### src/hdl/vdi_pkg.sv
// shared types, constants and float-compare helpers for the vertex dedup indexer
// no dependencies; used by vdi_cell and vertex_dedup_indexer_unit
package vdi_pkg;

  localparam int WORD_W          = 32;
  localparam int VTX_WORDS       = 8;
  localparam int VTX_W           = WORD_W * VTX_WORDS;
  localparam int IDX_OUT_W       = 10;
  localparam int OUT_TDATA_W     = 16;
  localparam int TABLE_DEPTH_DEF = 1024;

  typedef enum logic [1:0] {
    ST_IDLE,
    ST_LOAD,
    ST_SCAN
  } vdi_state_t;

  // control broadcast from the sequencer to every cell
  typedef struct packed {
    logic load;
    logic shift;
    logic wr_en;
  } cell_ctrl_t;

  function automatic logic word_is_nan(input logic [WORD_W-1:0] w);
    return (w & 32'h7FFF_FFFF) > 32'h7F80_0000;
  endfunction

  // float equality: signed zeros equal, nan never equal
  function automatic logic word_feq(input logic [WORD_W-1:0] a,
                                    input logic [WORD_W-1:0] b);
    logic eq;
    eq = 1'b0;
    if (word_is_nan(a) || word_is_nan(b)) begin
      eq = 1'b0;
    end else if (((a | b) & 32'h7FFF_FFFF) == 32'h0) begin
      eq = 1'b1;
    end else begin
      eq = (a == b);
    end
    return eq;
  endfunction

  function automatic logic vtx_match(input logic [VTX_W-1:0] a,
                                     input logic [VTX_W-1:0] b);
    logic m;
    m = 1'b1;
    for (int k = 0; k < VTX_WORDS; k++) begin
      m = m & word_feq(a[k*WORD_W +: WORD_W], b[k*WORD_W +: WORD_W]);
    end
    return m;
  endfunction

endpackage

### src/hdl/vdi_cell.sv
// one table cell: holds one unique vertex and a hit bit that shifts toward cell 0
// depends on vdi_pkg
module vdi_cell #(
  parameter int IDX = 0,
  parameter int IW  = 11
) (
  input  logic                      clk,
  input  logic                      rst_n,
  input  vdi_pkg::cell_ctrl_t       ctrl,
  input  logic [vdi_pkg::VTX_W-1:0] key,
  input  logic [IW-1:0]             wr_idx,
  input  logic [IW-1:0]             count,
  input  logic                      hit_in,
  output logic                      hit_out
);
  import vdi_pkg::*;

  localparam logic [IW-1:0] MY_IDX = IW'(IDX);

  logic [VTX_W-1:0] entry_r;
  logic             hit_r;

  always_ff @(posedge clk) begin
    if (ctrl.wr_en && (wr_idx == MY_IDX)) begin
      entry_r <= key;
    end
  end

  always_ff @(posedge clk) begin
    if (!rst_n) begin
      hit_r <= 1'b0;
    end else if (ctrl.load) begin
      hit_r <= (MY_IDX < count) && vtx_match(entry_r, key);
    end else if (ctrl.shift) begin
      hit_r <= hit_in;
    end
  end

  assign hit_out = hit_r;

endmodule

### config.mk
export PLATFORM = sky130hd
export DESIGN_NAME = vdi_cell
export DESIGN_NICKNAME = d
export VERILOG_FILES = /design/src/hdl/vdi_pkg.sv /design/src/hdl/vdi_cell.sv
export SDC_FILE = /design/constraint.sdc
export NUM_CORES = 1
export LEC_CHECK = 0
export ABC_AREA = 0
export BUFFER_PORTS_ARGS = -buffer_cell sky130_fd_sc_hd__clkbuf_2
export CORE_MARGIN = 8
export CORE_UTILIZATION = 57
export CTS_CLUSTER_SIZE = 28
export DETAILED_ROUTE_END_ITERATION = 8
export HOLD_SLACK_MARGIN = 0.02
export MAX_ROUTING_LAYER = met4
export PLACE_DENSITY = 0.92
export SLEW_MARGIN = 20
export SYNTH_ARGS = -nofsm -noshare
export SYNTH_HDL_FRONTEND = slang
export SYNTH_SLANG_ARGS = --single-unit
### constraint.sdc
create_clock -name clk -period 10.8 [get_ports clk]
set_input_delay 2.16 -clock clk [delete_from_list [all_inputs] [get_ports clk]]
set_output_delay 2.16 -clock clk [all_outputs]
set_load 0.05 [all_outputs]
After elaboration in Yosys (flattened, before gate mapping) --
Cells that the tools add are included. Widths: inputs -> output; s select.
Word-level totals: bits in registers 257, output and inout bits 1
Operators by class: mux-type cells 34, reductions and logical operators 20, equal/unequal tests 8, order comparisons 17, bitwise gates (word level) 15
Operator list (count):
- $gt 31x31->1 const B | 16
- $eq 32x32->1 | 8
- $logic_not 32->1 | 8
- $or 31x31->31 | 8
- $mux 1 | 34
- $logic_not 11->1 | 1
- $lt 1x11->1 const A | 1
- $logic_or 1x1->1 | 8
- $and 1x1->1 | 7
- $logic_and 1x1->1 | 2
- $reduce_bool 2->1 | 1

Depth between registers and ports, before layout --
Gate-level depths: netlist of the first run.
depth after elaboration 15, mapped depth 8

Worst setup path after synthesis of the first run --
OpenSTA, ideal clock, no wires.
path kind input -> register, start input port wr_idx[8], end register entry_r[0], enable pin, setup time 0.651 ns, stages 2, arrival 8.333 ns, path buffers 0, path slack 1.816 ns, path through nor4b_1 -> and3_1
On the way: longest elaborated chain between the ends 2
RTL lines:
- start: declaration | line vdi_cell.sv:11 | input logic [IW-1:0] wr_idx,
- $logic_not 11->1 | line vdi_cell.sv:24 | if (ctrl.wr_en && (wr_idx == MY_IDX)) begin
- $logic_and 1x1->1 | line vdi_cell.sv:24
- end signal: assignment | line vdi_cell.sv:25 | entry_r <= key;
- end: declaration | line vdi_cell.sv:20 | logic [VTX_W-1:0] entry_r;
No other way between the ends. A chain may end at the register's enable or synchronous reset.

Worst setup path in the final report of the first run --
start input port wr_idx[8], end register entry_r[38], enable pin
Same word-level chain as after synthesis.

==> impl_metrics.py, run 1 <==
metrics = {
    "status": {
        "status": "finished, final reports clean",
    },
    "worst_setup_path": {
        "start_kind": "input port",
        "crit_family": "buffers and inverters",
        "crit_path_cell_trace": "clkbuf_2 > nor4b_1 > and3_4 > buf_4 > buf_4",
        "end_kind": "flop",
        "slowest_delay_ns": 0.89,
        "required_ns": 10.96,
        "path_max_fanout": 77,
        "cp.arrival_ns": 5.03,
        "worst_path_max_delay_cell": "and3_4",
        "regToRegSetupSlack_ns": 8.36,
        "crit_buf_inv": 3,
        "path_class": "in -> reg",
        "path_common_cell": "buf_4",
    },
    "sta": {
        "tns_ns": 0,
        "finClkSkew_ns": 0.0205,
        "max_freq_mhz": 206,
        "rsz0062_at_grt": "no",
        "slew_viol_final": 0,
        "finalCriticalPeriod_ns": 4.86,
        "max_slew.worst_pin.slew_ns": 1.01,
        "setup_slack_ns": 5.94,
        "setup_violations": 0,
        "slew-limit-headroom_pct": 32.6,
        "finalHoldViolations": 0,
        "period_share_pct": 45.0,
    },
    "clocking": {
        "cts_setup_buffers": 0,
        "hold_buffers": 0,
        "cts_tree": "yes",
        "cts.htree.levels": 1,
        "cts_buffer_depth": 3,
        "cts_sinks": 257,
        "cts_made_buffers": 29,
        "insertion_delay_ns": 0.55,
        "clkSlewWorstSetupHoldPaths_ns": 0.06,
        "cts_resized": 0,
        "cts-root-buf": "clkbuf_16",
    },
    "global_route": {
        "antenna_found_initial": 13,
        "grt_pass1_vias": 12800,
        "grt_pass1_wl_um": 61500,
        "grt_use_total_pct": 24.8,
        "overflow": 0,
        "grt_max_degree": 78,
    },
    "power_and_ir_drop": {
        "powerDensity_nw_per_um2": 123,
        "power_w": 0.00220,
        "p_leak_nw": 8.72,
        "ir_drop_v": 0.000141,
    },
    "die": {
        "start_util_pct": 57.9,
        "die-area_um2": 31900,
        "die_w_um": 179,
        "core_um2": 26100,
        "num_rows": 59,
        "io_pins": 285,
        "dieHeight_um": 179,
    },
    "yosys": {
        "synth-seq-cells": 257,
        "syn_area_per_cell_um2": 10.7,
        "synth_cell_types": 25,
        "netlist_area_um2": 15100,
        "ys_seq_area_share_pct": 51.1,
        "yosysWarnings": 0,
        "synth_nets": 1937,
        "syn_inst": 1405,
    },
    "routing": {
        "viasPerCell": 5.61,
        "initialDrtViolationCount": 814,
        "drc_errors": 0,
        "wl_met2_um": 18700,
        "routed_wl_um": 39000,
        "wl_met1_um": 15000,
        "via_count": 11700,
        "first_pass_iters": 5,
        "topRoutingLayerUsed": "met4",
        "met3_wirelength_um": 3280,
        "routedWlPerCell_um": 18.7,
        "antenna_left": 0,
    },
    "place": {
        "gp_congestion": 0.941,
        "place_hpwl_um": 31400,
        "io_buffer_count": 284,
        "place_ws_ns": 5.34,
    },
    "cells_and_area": {
        "multi_input_area_um2": 5530,
        "final_common_cell": "inv_1",
        "fillers": 1831,
        "finish.net_count": 2255,
        "ff_latch_area_um2": 7710,
        "area_growth_pct": 18.5,
        "final_cell_mix": "496 x inv_1, 284 x clkbuf_2, 256 x edfxtp_1",
        "layout-drive-gt1-share_pct": 19.3,
    },
    "worst_hold_path": {
        "min_path_type": "reg -> reg",
    },
    "job": {
        "maxCapViolCount": 0,
    },
}
[routing by layer]
metal / vias up / track usage [%]
li1: 5574 / -
met1: 5491 / 28.3
met2: 532 / 41.3
met3: 133 / 5.16
met4: 0 / 12.4
met5: - / -
[registers in the layout (all words and copies together) (netlist names)]
register,count
entry_r,256
hit_out,1
[power breakdown]
part           switching [W]  internal (W)  total, W  leakage [nW]
registers        0.000000335       0.00110   0.00110          2.31
clock network       0.000396      0.000537  0.000933         0.437
logic              0.0000957     0.0000729  0.000169          5.98
[final timing paths]
path                          start                     to  cells after the start
min          entry_r[233]$_DFFE_PP_   hit_out$_SDFFE_PN0P_                      6
min reg2reg  entry_r[233]$_DFFE_PP_   hit_out$_SDFFE_PN0P_                      6
max                       wr_idx[8]  entry_r[38]$_DFFE_PP_                      5
max reg2reg    entry_r[5]$_DFFE_PP_   hit_out$_SDFFE_PN0P_                      8
[layout make-up]
cell class	instances	area share, %
Clock inverter	18	0.798
Inverter	496	10.4
Antenna cell	13	0.182
Clock buffer	34	4.16
Sequential cell	257	43.1
Multi-Input combinational cell	652	30.9
Timing Repair Buffer	287	8.07
Tap cell	335	2.34
[worst min-delay path, cell delays in order, from the launching register on]
cell and delay, ns:
edfxtp_1 0.34, nor4_1 0.05, nand2_1 0.05, o21ai_0 0.08, nand4_1 0.11, or3_1 0.12
o31ai_2 0.06
[kinds of logic (layout without fill, tap and decap cells)]
| family | Yosys count | count (layout) | synth area share (%) |
|---|---|---|---|
| AOI/OAI and AO/OA | 22 | 22 | 0.937 |
| xor gates and xnor gates | 8 | 8 | 0.464 |
| adders and majority gates | 248 | 248 | 20.6 |
| buffers and inverters | 496 | 835 | 12.3 |
| DFF | 257 | 257 | 51.1 |
| muxes | 1 | 1 | 0.0746 |
| other | 0 | 13 | 0 |
| and+or+nand+nor | 373 | 373 | 14.6 |
[cells in the mapped netlist]
cell	n	share of area (%)
nor4_1	152	6.3
nor2_1	16	0.40
a21oi_1	3	0.099
and3_1	1	0.041
ha_1	248	21
dfxtp_1	1	0.13
edfxtp_1	256	51
o21ai_0	14	0.46
nor3_1	28	0.93
nor4_2	4	0.33
o311ai_0	1	0.058
inv_1	496	12
nand3b_1	1	0.050
o31ai_2	1	0.083
a22oi_2	1	0.083
nor4b_1	1	0.058
a221oi_2	1	0.099
and4_1	2	0.12
mux2_2	1	0.075
nand3_1	19	0.63
or3_1	7	0.29
a22oi_1	1	0.050
xnor2_1	8	0.46
nand2_1	28	0.70
nand4_1	114	4.7
[through the flow]
stage	hold WS, ns	instances	util [%]	cell area, um2
3_5_place_dp	0.855	2027	65.1	17000
2_1_floorplan	0.687	1405	-	15100
6_report	0.849	2092	68.6	17900
5_1_grt	0.912	2092	68.6	17900
3_3_place_gp	0.832	2027	65.1	17000
4_1_cts	0.866	2079	68.5	17800
Power figures use the tool's default switching activity.
==> inputs of run 2 (changes only) <==
Clock period 10.8 ns to 4.9 ns, I/O delays scaled along.
==> run 2 against run 1 <==
- flip-flop and latch count is the same
- first-iteration DRC count unchanged
- clock skew about the same
- sequential power grew 120%
- global-route usage rose by 0.37 points
- highest routed layer unchanged
- largest power group unchanged
==> impl_metrics.py, run 2 (synthesized netlist as in run 1, its figures left out) <==
metrics = {
    "status": {
        "status": "finished, final reports clean",
    },
    "place": {
        "place_area_um2": 17000,
        "place_hpwl_um": 31800,
        "dp_cells": 2031,
        "io_buffer_count": 284,
        "gp_congestion": 0.964,
    },
    "clocking": {
        "cts_buffer_depth": 3,
        "cts.htree.levels": 1,
        "insertion_delay_ns": 0.55,
        "cts_made_buffers": 29,
        "clkSlewWorstSetupHoldPaths_ns": 0.06,
        "cts_setup_buffers": 0,
        "hold_buffers": 0,
        "cts_sinks": 257,
        "cts-root-buf": "clkbuf_16",
        "cts_tree": "yes",
        "cts_resized": 0,
    },
    "worst_setup_path": {
        "crit_path_cell_trace": "clkbuf_2 > inv_1 > ha_1 > nor4_2 > nand4_1 > or3_1 > a221oi_2 > nand4_1 > o31ai_2",
        "path_class": "in -> reg",
        "slowest_delay_ns": 0.42,
        "regToRegSetupSlack_ns": 2.32,
        "cp.arrival_ns": 3.24,
        "timing.rr.start": "entry_r[25]$_DFFE_PP_",
        "start_kind": "input port",
        "path_common_cell": "nand4_1",
        "required_ns": 5.37,
        "r2r-end": "hit_out$_SDFFE_PN0P_",
        "reg2regPathDepth": 8,
        "worst_path_max_delay_cell": "or3_1",
        "path_max_fanout": 3,
        "end_kind": "flop",
    },
    "sta": {
        "period_share_pct": 56.5,
        "max_slew.worst_pin.slew_ns": 0.984,
        "slew-limit-headroom_pct": 34.4,
        "finClkSkew_ns": 0.0205,
        "setup_violations": 0,
        "slew_viol_final": 0,
        "finalHoldViolations": 0,
        "max_freq_mhz": 361,
        "finalCriticalPeriod_ns": 2.77,
        "rsz0062_at_grt": "no",
        "tns_ns": 0,
    },
    "power_and_ir_drop": {
        "powerDensity_nw_per_um2": 281,
        "p_leak_nw": 8.79,
        "ir_drop_v": 0.000327,
    },
    "routing": {
        "routedWlPerCell_um": 19.0,
        "antenna_left": 0,
        "via_count": 11700,
        "drc_errors": 0,
        "first_pass_iters": 5,
        "viasPerCell": 5.60,
        "initialDrtViolationCount": 814,
        "routed_wl_um": 39800,
    },
    "global_route": {
        "grt_pass1_vias": 12700,
        "grt_use_total_pct": 25.2,
        "overflow": 0,
        "grt_pass1_wl_um": 62000,
        "antenna_found_initial": 10,
        "grt_max_degree": 66,
    },
    "die": {
        "dieHeight_um": 179,
        "start_util_pct": 57.9,
        "num_rows": 59,
        "die-area_um2": 31900,
        "io_pins": 285,
        "die_w_um": 179,
        "core_um2": 26100,
    },
    "worst_hold_path": {
        "min_from": "key[223]",
        "min_path_type": "in -> reg",
        "min_to": "entry_r[223]$_DFFE_PP_",
        "hold-path-cell-count": 1,
    },
    "cells_and_area": {
        "fillers": 1816,
        "fin_cells": 2095,
        "finish.net_count": 2259,
        "final_area_um2": 18100,
        "final_common_cell": "inv_1",
        "area_growth_pct": 19.7,
        "top_register": "entry_r",
        "largest_reg_flops": 256,
        "final_cell_mix": "496 x inv_1, 284 x clkbuf_2, 256 x edfxtp_1",
        "layout-drive-gt1-share_pct": 19.6,
        "utilization_pct": 69.3,
    },
    "job": {
        "maxCapViolCount": 0,
    },
}
## run 2: changes by cell type in the layout (fill, tap and decap cells not counted), moves of 2 or more
cell,before,now
buf_12,0,3
clkinv_2,7,2
clkinvlp_4,1,3
bufinv_16,2,6
## run 2: worst max-delay path: cells and delay by family
kind	cells	cell delay (ns)
simple gates	4	1.18
compound gates	2	0.63
fa+ha+maj	1	0.29
buf+inv	2	0.16
## run 2: metal layers
metal | global-route usage (%) | routed length (um) | part of all wire, % | up-vias
met5 | - | 0 | 0 | -
met4 | 11.7 | 1840 | 4.6 | 0
met3 | 5.90 | 3410 | 8.6 | 132
li1 | - | - | - | 5585
met1 | 28.2 | 15200 | 38 | 5501
met2 | 42.4 | 19300 | 49 | 506
## run 2: how the worst max path moves through the flow
stage / start / endpoint / slack, ns / cells after the start
finish: key[25] / hit_out$_SDFFE_PN0P_ / 2.13 / 9
global route: key[25] / hit_out$_SDFFE_PN0P_ / 2.02 / 9
CTS: key[25] / hit_out$_SDFFE_PN0P_ / 2.10 / 9
detailed placement: key[25] / hit_out$_SDFFE_PN0P_ / 1.51 / 9
global placement: key[17] / hit_out$_SDFFE_PN0P_ / 1.55 / 9
floorplan: wr_idx[8] / entry_r[0]$_DFFE_PP_ / 0.06 / 2
## run 2: final cells by class
class / instances / area, um2 / share of cell area, %
multi-input cells: 652 / 5530 / 30.6
clock inverters: 18 / 256 / 1.42
inverters: 496 / 1860 / 10.3
well taps: 335 / 419 / 2.32
clock buffers: 34 / 744 / 4.12
flip-flops and latches: 257 / 7710 / 42.7
diodes: 12 / 30.0 / 0.166
repair buffers: 291 / 1510 / 8.37
## run 2: through the flow
| stage | total power, W | worst slack (ns) | hold slack, ns |
|---|---|---|---|
| floorplan | 0.00260 | 0.0593 | 0.687 |
| global placement | 0.00281 | 1.55 | 0.848 |
| detailed placement | 0.00283 | 1.51 | 0.855 |
| CTS | 0.00511 | 2.10 | 0.601 |
| global route | 0.00523 | 2.02 | 0.613 |
| finish | 0.00507 | 2.13 | 0.631 |
## run 2: power by group
part           internal, W  leakage, nW  switching, W
Clock              0.00140        0.476      0.000882
Combinational     0.000161         6.01      0.000211
Sequential         0.00242         2.31   0.000000762
Total              0.00398         8.79       0.00109
